## config.mk

```make
export PLATFORM = sky130hd
export DESIGN_NAME = mulaw_pcm_format_converter
export DESIGN_NICKNAME = d
export VERILOG_FILES = /design/src/hdl/mlaw_pkg.sv /design/src/hdl/mulaw_pcm_format_converter.sv /design/src/hdl/mlaw_codec.sv
export SDC_FILE = /design/constraint.sdc
export NUM_CORES = 1
export LEC_CHECK = 0
export BUFFER_PORTS_ARGS = -buffer_cell sky130_fd_sc_hd__buf_4
export CORE_MARGIN = 5
export CORE_UTILIZATION = 45
export CTS_BUF_LIST = sky130_fd_sc_hd__clkbuf_8
export DETAILED_ROUTE_END_ITERATION = 10
export HOLD_SLACK_MARGIN = 0.06
export MAX_ROUTING_LAYER = met4
export PLACE_DENSITY_LB_ADDON = 0.08
export SYNTH_ARGS = -nofsm -noshare
export SYNTH_HDL_FRONTEND = slang
export SYNTH_SLANG_ARGS = --single-unit
```

## constraint.sdc

```tcl
create_clock -name clock -period 13.5 [get_ports clock]
set_clock_uncertainty 0.05 [all_clocks]
set_input_delay 1.35 -clock clock [delete_from_list [all_inputs] [get_ports clock]]
set_output_delay 1.35 -clock clock [all_outputs]
set_load 0.01 [all_outputs]
```

## src/hdl/mlaw_pkg.sv

```systemverilog
package mlaw_pkg;

   localparam int SAMPLE_W   = 16;
   localparam int BYTE_W     = 8;
   localparam int FORMAT_W   = 3;
   localparam int CSR_INDEX_W = 1;
   localparam int CSR_DATA_W  = 3;

   localparam logic [15:0] MU_BIAS   = 16'h0084;
   localparam logic [15:0] MU_CLIP   = 16'd32635;
   localparam logic [7:0]  SIGN_BYTE = 8'h80;
   localparam logic [15:0] SIGN_WORD = 16'h8000;

   typedef enum logic [FORMAT_W-1:0] {
      FMT_S8    = 3'd0,
      FMT_U8    = 3'd1,
      FMT_S16LE = 3'd2,
      FMT_U16LE = 3'd3,
      FMT_S16BE = 3'd4,
      FMT_U16BE = 3'd5
   } format_type;

   typedef enum logic {
      DIR_ENCODE = 1'b0,
      DIR_DECODE = 1'b1
   } direction_type;

   typedef enum logic [CSR_INDEX_W-1:0] {
      CSR_DIRECTION = 1'b0,
      CSR_FORMAT    = 1'b1
   } csr_index_type;

   typedef struct packed {
      direction_type           direction;
      logic [FORMAT_W-1:0]     sample_format;
   } codec_cfg_type;

endpackage

```

## src/hdl/mulaw_pcm_format_converter.sv

```systemverilog
// channel  | ports                          | payload
// ---------+--------------------------------+---------------------------------
// req      | req_tvalid/tready/tdata/tlast  | tdata[15:0] sample_in, tlast last_in
// rsp      | rsp_tvalid/tready/tdata/tlast  | tdata[15:0] sample_out, tlast last_out
// csr      | csr_valid/ready/index/data     | index 0 direction, 1 sample_format
//
// one sample per cycle sustained while the receiver does not stall; from accept to
// result a sample passes the input register, conversion logic and result register
// synchronous active-high reset clears valids and both config registers
// a stalled result holds in the output register while the input register
// still takes one more beat; csr writes are always ready
module mulaw_pcm_format_converter (
   input  logic                                clock,
   input  logic                                reset,
   input  logic                                req_tvalid,
   output logic                                req_tready,
   input  logic [mlaw_pkg::SAMPLE_W-1:0]       req_tdata,   // [15:0] sample_in
   input  logic                                req_tlast,   // last_in
   output logic                                rsp_tvalid,
   input  logic                                rsp_tready,
   output logic [mlaw_pkg::SAMPLE_W-1:0]       rsp_tdata,   // [15:0] sample_out
   output logic                                rsp_tlast,   // last_out
   input  logic                                csr_valid,
   output logic                                csr_ready,
   input  logic [mlaw_pkg::CSR_INDEX_W-1:0]    csr_index,
   input  logic [mlaw_pkg::CSR_DATA_W-1:0]     csr_data
);
   import mlaw_pkg::*;

   codec_cfg_type        cfg_ff;
   logic                 in_valid_ff;
   logic [SAMPLE_W-1:0]  in_sample_ff;
   logic                 in_last_ff;
   logic                 out_valid_ff;
   logic [SAMPLE_W-1:0]  out_sample_ff;
   logic                 out_last_ff;
   logic [SAMPLE_W-1:0]  out_sample_in;
   logic                 advance;

   assign advance    = !out_valid_ff || rsp_tready;
   assign req_tready = !in_valid_ff || advance;
   assign csr_ready  = 1'b1;

   always_ff @(posedge clock) begin
      if (reset) begin
         cfg_ff.direction     <= DIR_ENCODE;
         cfg_ff.sample_format <= FMT_S8;
      end else if (csr_valid && csr_ready) begin
         case (csr_index)
            CSR_DIRECTION: cfg_ff.direction     <= direction_type'(csr_data[0]);
            CSR_FORMAT:    cfg_ff.sample_format <= csr_data[FORMAT_W-1:0];
            default: ;
         endcase
      end
   end

   always_ff @(posedge clock) begin
      if (reset) begin
         in_valid_ff <= 1'b0;
      end else if (req_tready) begin
         in_valid_ff <= req_tvalid;
      end
   end

   always_ff @(posedge clock) begin
      if (req_tready && req_tvalid) begin
         in_sample_ff <= req_tdata;
         in_last_ff   <= req_tlast;
      end
   end

   mlaw_codec u_codec (
      .cfg        (cfg_ff),
      .sample_in  (in_sample_ff),
      .sample_out (out_sample_in)
   );

   always_ff @(posedge clock) begin
      if (reset) begin
         out_valid_ff <= 1'b0;
      end else if (advance) begin
         out_valid_ff <= in_valid_ff;
      end
   end

   always_ff @(posedge clock) begin
      if (advance && in_valid_ff) begin
         out_sample_ff <= out_sample_in;
         out_last_ff   <= in_last_ff;
      end
   end

   assign rsp_tvalid = out_valid_ff;
   assign rsp_tdata  = out_sample_ff;
   assign rsp_tlast  = out_last_ff;

endmodule

```

## src/hdl/mlaw_codec.sv

```systemverilog
module mlaw_codec (
   input  mlaw_pkg::codec_cfg_type          cfg,
   input  logic [mlaw_pkg::SAMPLE_W-1:0]    sample_in,
   output logic [mlaw_pkg::SAMPLE_W-1:0]    sample_out
);
   import mlaw_pkg::*;

   function automatic logic [15:0] swap16(input logic [15:0] w);
      swap16 = {w[7:0], w[15:8]};
   endfunction

   logic [15:0] enc_lin;
   logic        enc_sign;
   logic [15:0] enc_abs;
   logic [15:0] enc_mag;
   logic [2:0]  enc_exp;
   logic [15:0] enc_shift;
   logic [7:0]  enc_code;

   logic [7:0]  dec_u;
   logic [15:0] dec_t;
   logic [15:0] dec_lin;
   logic [15:0] dec_out;

   // linear input brought to signed 16-bit
   always_comb begin
      case (cfg.sample_format)
         FMT_S8:    enc_lin = {sample_in[7:0], 8'h00};
         FMT_U8:    enc_lin = {sample_in[7:0] ^ SIGN_BYTE, 8'h00};
         FMT_U16LE: enc_lin = sample_in ^ SIGN_WORD;
         FMT_S16BE: enc_lin = swap16(sample_in);
         FMT_U16BE: enc_lin = swap16(sample_in) ^ SIGN_WORD;
         default:   enc_lin = sample_in;
      endcase
   end

   always_comb begin
      enc_sign = enc_lin[15];
      enc_abs  = enc_sign ? (~enc_lin + 16'd1) : enc_lin;
      enc_mag  = ((enc_abs > MU_CLIP) ? MU_CLIP : enc_abs) + MU_BIAS;
      // segment is the highest set bit among bits 14..7
      enc_exp  = 3'd0;
      for (int i = 1; i < 8; i++) begin
         if (enc_mag[i+7]) begin
            enc_exp = 3'(i);
         end
      end
      enc_shift = enc_mag >> ({1'b0, enc_exp} + 4'd3);
      enc_code  = ~{enc_sign, enc_exp, enc_shift[3:0]};
   end

   always_comb begin
      dec_u   = ~sample_in[7:0];
      dec_t   = ({9'd0, dec_u[3:0], 3'd0} + MU_BIAS) << dec_u[6:4];
      dec_lin = dec_u[7] ? (MU_BIAS - dec_t) : (dec_t - MU_BIAS);
      case (cfg.sample_format)
         FMT_S8:    dec_out = {8'h00, dec_lin[15:8]};
         FMT_U8:    dec_out = {8'h00, dec_lin[15:8] ^ SIGN_BYTE};
         FMT_U16LE: dec_out = dec_lin ^ SIGN_WORD;
         FMT_S16BE: dec_out = swap16(dec_lin);
         FMT_U16BE: dec_out = swap16(dec_lin ^ SIGN_WORD);
         default:   dec_out = dec_lin;
      endcase
   end

   assign sample_out = (cfg.direction == DIR_DECODE) ? dec_out : {8'h00, enc_code};

endmodule

```

==> summary by stage, run 1 <==
Job
Max-cap violations in this run came to 0.

Worst setup path
The nature of the critical path startpoint is a register. The top cell family by delay on the critical path is compound AO/OA/AOI/OAI gates. On the worst path, the slowest cell contributes a delay of about 950 ps.

The worst path arrival time is about 6900 ps. Along the worst path, the maximum fanout reaches 56. Counting both buffers and inverters, the worst setup path holds a total of 2. The kind of end point of the critical path is a register.

The cell type of the slowest stage on the worst timing path is dfxtp_2. Traced cell by cell, the critical path runs through nor2b_1, a22o_1, inv_1, ha_1, inv_1, nor4b_4, a31oi_2, xnor2_2, nand4_1, o31ai_1, nor2_1, ha_1, a221oi_1, mux2i_1, and3_1, a21o_1, a221o_1, mux2i_1, or2_0, a311o_1. The critical path in this run is classified as reg2reg.

The worst endpoint required time is between 10000 and 15000 ps.

Power
The internal power of the cells is 0.275 mW. Of the total power, registers draw between 30% and 40%. The analysis attributes to cell leakage a power of ~1.6 nW. Power comes to around 0.43 mW. The switching power share of the total is between 30% and 40%. The clock network burns 23.9% of the power. Combinational logic is responsible for about two fifths of the overall power. For this design the ratio of total power to cell area is approximately 97 nW/um^2. In this run the power spent charging and discharging nets is between 0.15 and 0.2 mW. Across the VDD grid, the largest voltage drop is about 0.000073 V.

Layout
The number of nets in the layout is approximately 530. Leaving out filler cells and counting taps, the final layout contains between 600 and 700. The commonest non-fill, non-tap cell in the layout is nand2_1. The antenna cell count is 0. The top cell types in the final layout, fill and taps aside, are nand2_1 (48), buf_4 (47), o21ai_0 (36). The total of fill cells in the finished design is 830. The area growth from synthesis to layout is 11.2%. The fraction of layout cells with a size suffix above 1 is 15.7%.

Detailed routing
The number of nets with antenna violations after routing is 0. The iteration-0 DRC count of the detailed router is 261. Across all layers, the routed design uses around 3600 vias. The post-detailed-route DRC marker count is 0. Summed over all layers, the routed wires come to between 10000 and 15000 microns.

The detailed-route wire length per cell is ~17 microns. The first TritonRoute pass finished after 5 iterations. The detail-routed via count per cell is between 5 and 6.

Clock tree
Clock-pin slew was measured on the worst setup and hold paths at roughly 80 ps. In this run, post-CTS hold repair placed 0 buffers. Clock latency on the worst-skew pair, taken at its later pin, is 290 ps.

The buffer depth of the longest clock path is 2. The number of clock buffers added by TritonCTS is 5. The H-tree was split into 2 levels. Counting every sink on the clock net gives 40. Post-CTS repair changed the size of 0 cells.

The buffer count from post-CTS setup fixing is 0. The root buffer cell chosen for the clock tree is clkbuf_8. TritonCTS built the clock tree.

STA
The fmax is 145 MHz. Of the available clock period, the critical path in the final layout requires roughly 50%. The total count of hold-check failures in the final report is 0. The slew at the pin with the worst max-slew slack is roughly 940 ps. The worst slew slack as a fraction of its limit is a little under two fifths.

The max-slew violation count is 0. Setup violations remaining at the end of the flow were counted as 0. After routing, the total negative slack on setup checks comes to 0 ps. Subtracting the final worst setup slack from the clock period gives 6880 ps. Setup repair after global routing left no endpoint under its margin.

Floorplan
The count of boundary I/O pins is between 40 and 50. The die boundary height is ~100 microns. The width of the die is 104 microns.

The cell row count is 34. The floorplan step defined a core boundary enclosing 8640 sq um. The area of the die is 10800 sq um.

For this configuration, the core starts out at a cell density of between 40% and 50%.

Yosys
The net count after synthesis is around 500. In this run the cell area of the synthesized design comes to 3960 sq um. The number of enable-type register cells in the synthesized netlist is 34. The most used flip-flop cell after synthesis is edfxtp_1. The gate count of the mapped netlist is 472. The average cell area after synthesis is ~8.4 sq um. For this run, the register share of the synthesized area comes to slightly below 30%. The synthesized design contains 40 register bits. Of all flip-flops after synthesis, the portion carrying an async set or reset was 0%. The count of different cell masters after synthesis is a little under 80.

Yosys printed 0 warnings.

GRT
The number of antenna violations at the first check in global routing is 0. The largest net degree at the start of global routing is 57. The met2 capacity usage during global routing is ~29%. The met1 track demand over resource in global routing is 25.4%.

The first global-routing pass estimated 16700 microns of wire. The overall routing resource usage is between 10% and 20%. In the global route stage, met3 resource usage came out at around 2.9%. The total overflow reported by the global router is 0. The global routing stage identified its most utilized layer as met2. The number of global-route vias before repair was ~3400.

Hold path
The tightest min-delay check is of the reg2reg type.

Placed design
Routability-driven placement finished with a final weighted congestion of between 0.8 and 0.9. Buffers placed on the I/O ports in this run total 44. The final HPWL from detailed placement is slightly below 8000 microns. The instance count after placement with tap cells included is 598.

Run status
The run finished with clean final reports.
==> final cells by class <==
class | count | area, sq um | share of cell area [%]
clock buffers | 6 | 82.6 | 1.88
clock inverters | 2 | 38.8 | 0.882
inverters | 10 | 37.5 | 0.853
multi-input cells | 393 | 2610 | 59.3
flip-flops and latches | 40 | 1140 | 26.0
well taps | 108 | 135 | 3.07
repair buffers | 47 | 353 | 8.02
==> worst paths after layout <==
check	start	to	slack, ps	depth (start not counted)
worst max-delay path	cfg_ff[1]	rsp_tdata[1]	6620	20
worst min-delay path	in_last_ff	rsp_tlast	380	0
worst max register to register	cfg_ff[1]	rsp_tdata[1]	6620	20
worst min register to register	in_last_ff	rsp_tlast	380	0
==> worst register-to-register path, delay by kind of cell (launching register included) <==
family | cells | cell delay, ps
DFF | 1 | 950
xor gates and xnor gates | 1 | 290
AOI/OAI and AO/OA | 7 | 2770
adders and majority gates | 2 | 500
muxes | 2 | 300
and+or+nand+nor | 6 | 1620
buffers and inverters | 2 | 150
==> cell usage after synthesis (all sizes together) (7+ instances only) <==
| cell | instances | share of area, % |
|---|---|---|
| a21o | 7 | 1.3 |
| a21oi | 31 | 4.0 |
| a31oi | 10 | 2.1 |
| and2 | 7 | 1.1 |
| buf | 14 | 2.8 |
| clkbuf | 15 | 1.4 |
| edfxtp | 34 | 26 |
| inv | 9 | 0.85 |
| mux2i | 22 | 5.6 |
| nand2 | 49 | 4.7 |
| nand2b | 8 | 1.3 |
| nand3 | 17 | 2.1 |
| nor2 | 36 | 3.5 |
| nor2b | 10 | 1.6 |
| nor3 | 9 | 1.1 |
| o211ai | 8 | 1.5 |
| o21ai | 41 | 5.2 |
| or3 | 7 | 1.1 |
| xnor2 | 23 | 5.7 |
| xor2 | 10 | 2.4 |
==> power groups by stage <==
stage               combinational, mW  sequential [mW]  clock, mW
floorplan                       0.133            0.152          0
global placement                0.166            0.158          0
detailed placement              0.168            0.158          0
CTS                             0.168            0.155      0.105
global route                    0.187            0.157      0.111
finish                          0.169            0.155      0.102
==> metal layers <==
metal  part of all wire, %  vias to the layer above  routed length [microns]
li1                      -                     1825                        -
met1                    47                     1654                     4730
met2                    46                      131                     4630
met3                   5.0                       15                      506
met4                   1.8                        0                      181
met5                     0                        -                        0
==> flip-flops by register name, indices dropped and copies added (netlist names) <==
name	cells
in_last_ff	1
rsp_tlast	1
rsp_tvalid	1
rsp_tdata	16
in_valid_ff	1
cfg_ff	4
in_sample_ff	16
==> logic make-up (layout without fill, tap and decap cells) <==
| logic type | count (synthesis) | count (layout) | synth area share [%] |
|---|---|---|---|
| simple gates | 174 | 174 | 22.7 |
| mux | 25 | 25 | 6.51 |
| other cells | 1 | 1 | 0.0948 |
| xor+xnor | 33 | 33 | 8.06 |
| flops | 40 | 40 | 28.8 |
| fa+ha+maj | 6 | 6 | 1.90 |
| compound gates | 154 | 154 | 26.7 |
| buf+inv | 39 | 65 | 5.22 |
==> metrics by stage <==
| stage | area (sq um) | hold slack, ps | worst slack [ps] | util [%] |
|---|---|---|---|---|
| floorplan | 3960 | 350 | 7540 | - |
| global placement | 4280 | 368 | 6940 | 49.5 |
| detailed placement | 4280 | 367 | 6740 | 49.5 |
| CTS | 4400 | 387 | 6700 | 50.9 |
| global route | 4400 | 409 | 6010 | 50.9 |
| finish | 4400 | 383 | 6620 | 50.9 |
Note: power is estimated with default switching activity, not from simulation.
==> run 2, diff against run 1 <==
Settings changed: ABC_AREA set to 1.
Clock period 13.5 ns to 6.27 ns, I/O delays scaled along.
==> run 2 against run 1 <==
Against the previous run:
- combinational power increased to 2.8 times the previous value
- sequential cell count unchanged
- cell count grew 17%
- sequential share of layout area is essentially flat
- largest cell class unchanged
- first-iteration DRC count shrank 22%
- wire length fell by 5.5%
- via count fell by 0.14%
- register-to-register slack got worse by 5200 ps
- clock power increased by 110%
- area after synthesis about the same
==> summary by stage, run 2 <==
Detailed routing
After detailed routing, the number of vias per cell comes to 5.13. The detailed-route wire length per cell is between 10 and 15 microns. The count of nets left with antenna violations once routing finished came out at 0. The iteration-0 DRC count of the detailed router is 203.

The first detailed-routing pass ran for 4 iterations. For this run, design rule violations remaining after detail routing come to 0. Summing over every cut layer, the via total after detailed routing is about 3600. The routed design has roughly 9500 microns of wire.

Placed design
The worst slack at placement is between 1000 and 1500 ps. Input and output buffers added on the ports amount to 44. The global placement routability congestion is between 0.9 and 1. The final HPWL from detailed placement is 7820 microns. Once placement completed, the tool counted placed cells totaling 698.

Clock tree
Counting along the longest clock path gives a buffer depth of 2. Clock tree synthesis selected as its root buffer the cell clkbuf_8. The clock latency on the worst-skew pair is roughly 300 ps. The post-cts repair resize count is 0. TritonCTS built the clock tree. The buffer count from post-CTS setup fixing is 0. The clock transition at the registers of the reported paths is ~90 ps.

Clock tree synthesis inserted a total of 5 buffers. The number of buffers inserted by hold repair at cts is 0. The tree built by TritonCTS fans out to 40 sinks. The deepest level of the CTS H-tree is 2.

Layout
The area growth from synthesis to layout is 11.0%. Of the cells placed in the final design, the portion with a size suffix greater than 1 is between 20% and 30%. The number of nets in the layout is approximately 630. The repair_antennas step left the layout with diodes totalling 0.

The library cells used most frequently in the layout, excluding fill and tap cells, are nand2_1 (148), inv_1 (61), nand3_1 (61). The count of cells in the finished layout, fillers not included, comes to 706. The library cell used most frequently in the layout, excluding fill and tap cells, is nand2_1.

Yosys
The most area-hungry cell type in the Yosys netlist is edfxtp_1. The top cell type by area accounts for between 20% and 30% of the synthesized area. Synthesis produced ~560 cells.

The number of enable-type register cells in the synthesized netlist is 34. For this run, the register share of the synthesized area comes to around 29%. The area share of fa/ha/maj cells after synthesis is 1.90%. The count of different cell masters after synthesis is 49.

Yosys attributes the largest share of cell area to edfxtp_1 (26%), nand2_1 (14%), nand3_1 (7.7%). Measured against the total synthesized area, the mux share comes to 0%. The dominant combinational cell family by area after synthesis is simple AND/OR/NAND/NOR gates. Summing the areas of all xor and xnor instances in the mapped netlist gives about 3.7% of the synthesized area.

The most frequently used flop master after synthesis is edfxtp_1. The synthesized netlist occupies a cell area of 3950 sq um. The area fraction in compound gates after synthesis is 11.9%. The synthesis-stage register bit count is 40. Dividing the synthesized area by the synthesized cell count gives 7.05 sq um.

In the synthesized netlist, the cells that appear most often are nand2_1 (148), inv_1 (61), nand3_1 (61), nor2_1 (36), edfxtp_1 (34). The share of synthesized cell area in and, or, nand and nor gates is a little over two fifths. Yosys instantiated no cell more often than nand2_1. The proportion of synthesized flip-flops having asynchronous set or reset is 0%.

Synthesis produced a netlist with a net count of roughly 590. Yosys printed 0 warnings.

Power
The analysis attributes to cell leakage a power of 2.02 nW. Registers are responsible for about a third of the overall power. The overall power after layout is roughly 1.0 mW. The internal power of the cells is around 0.6 mW. Of the total power, combinational logic draws between 40% and 50%. The worst-case IR drop observed on VDD is 0.000146 V. The reported net switching power is around 0.43 mW. The power share of the clock group is 21.3%. The areal power density over the cells is between 200 and 250 nW/um^2.

The switching power share of the total is 41.8%.

Worst setup path
At the worst endpoint, the required time is approximately 6300 ps. The cell that appears most often on the critical path is nand2_1. In this run the worst path has a maximum fanout of 27. The start-to-end type of the worst setup path is reg2reg. The endpoint of the worst register-to-register path is rsp_tdata[3]. The critical register-to-register path startpoint is cfg_ff[1].

The number of cells on the worst reg-to-reg path is 32. The largest individual stage delay along the critical path comes from the cell dfxtp_1. The nature of the critical path startpoint is a register. The number of buffers and inverters on the critical path is 2. Data on the critical path arrives at its endpoint at 4830 ps. The logic depth of the worst setup path including buffers is 32. The cell family contributing the most delay on the critical path is simple AND/OR/NAND/NOR gates. The kind of end point of the critical path is a register. The worst register-to-register path has a setup slack of about 1400 ps.

On the worst path, the slowest cell contributes a delay of 910 ps.

GRT
The number of antenna violations at the first check in global routing is 0. The largest net degree at the start of global routing is 28. For this run, the total global-route usage over all layers was measured as between 10% and 20%. The first global-routing pass estimated between 15000 and 20000 microns of wire.

For this run the aggregate overflow at the end of global routing stands at 0. The number of global-route vias before repair came to 3398.

STA
Headroom to the max-slew limit came out at a little over 40%. The clock period minus final worst setup slack is between 4000 and 5000 ps. The max-slew violation count is 0.

Setup violations remaining at the end of the flow were counted as 0. Final hold analysis gives a worst-case slack of roughly 400 ps. The share of the clock period used by the worst path after layout is between 70% and 80%. The final sum of negative setup slack is 0 ps.

Setup repair after global routing left no endpoint under its margin. The slew at the pin with the worst max-slew slack is 881 ps. The total count of hold-check failures in the final report was 0. The final worst setup slack is between 1000 and 1500 ps. The fmax is roughly 210 MHz.

Floorplan
The count of boundary I/O pins is between 40 and 50. The die is about 100 microns wide. The effective utilization at floorplan is between 40% and 50%. After floorplanning, the core was sized to cover ~8600 sq um.

The area of the die is approximately 11000 sq um. The cell row count is 34. The floorplan step set the die height to a little over 100 microns.

Hold path
The worst hold path depth is 0. The classification of the worst-slack hold path is reg2reg. For hold timing, the worst endpoint is rsp_tlast. The worst min-delay path startpoint is in_last_ff.

Job
The max-cap check violation count is 0.

Run status
The flow ran to the end, and the final reports show no timing, DRC or antenna violations.
-- run 2: metal layers --
layer,share of wire (%),GRT usage (%)
met1,49,25.2
met2,46,29.6
met3,4.2,2.67
met4,0.93,3.98
met5,0,-
-- run 2: worst max-delay path by stage --
stage / end / from / slack, ps
3_3_place_gp: rsp_tdata[0] / cfg_ff[1] / 1560
5_1_grt: rsp_tdata[3] / cfg_ff[1] / 840
6_report: rsp_tdata[3] / cfg_ff[1] / 1440
2_1_floorplan: rsp_tdata[2] / cfg_ff[1] / 2490
3_5_place_dp: rsp_tdata[3] / cfg_ff[1] / 1470
4_1_cts: rsp_tdata[3] / cfg_ff[1] / 1460
-- run 2: power by group through the flow --
stage	clock network [mW]	registers (mW)	logic (mW)
floorplan	0	0.331	0.386
global placement	0	0.337	0.474
detailed placement	0	0.338	0.474
CTS	0.224	0.332	0.475
global route	0.231	0.335	0.538
finish	0.219	0.332	0.475
-- run 2: cell type report --
| cell class | instances | area (sq um) |
|---|---|---|
| Clock inverter | 3 | 42.5 |
| Inverter | 75 | 289 |
| Multi-Input combinational cell | 430 | 2370 |
| Sequential cell | 40 | 1140 |
| Fill cell | 885 | 4250 |
| Tap cell | 108 | 135 |
| Clock buffer | 5 | 68.8 |
| Timing Repair Buffer | 45 | 338 |
-- run 2: logic make-up after synthesis --
family / count (synthesis)
and+or+nand+nor: 328
buffers and inverters: 91
AOI/OAI and AO/OA: 79
DFF: 40
xor gates and xnor gates: 16
adders and majority gates: 6
other: 1
-- run 2: stage by stage --
| stage | area [sq um] | util, % |
|---|---|---|
| 4_1_cts | 4390 | 50.8 |
| 3_3_place_gp | 4280 | 49.5 |
| 3_5_place_dp | 4280 | 49.5 |
| 2_1_floorplan | 3950 | - |
| 5_1_grt | 4390 | 50.8 |
| 6_report | 4390 | 50.8 |
-- run 2: worst register-to-register path: cells and delay by family (launching register included) --
| family | cells | cell delay, ps |
|---|---|---|
| buf+inv | 2 | 300 |
| xor+xnor | 1 | 290 |
| compound gates | 2 | 430 |
| fa+ha+maj | 2 | 480 |
| simple gates | 25 | 2130 |
| flops | 1 | 910 |
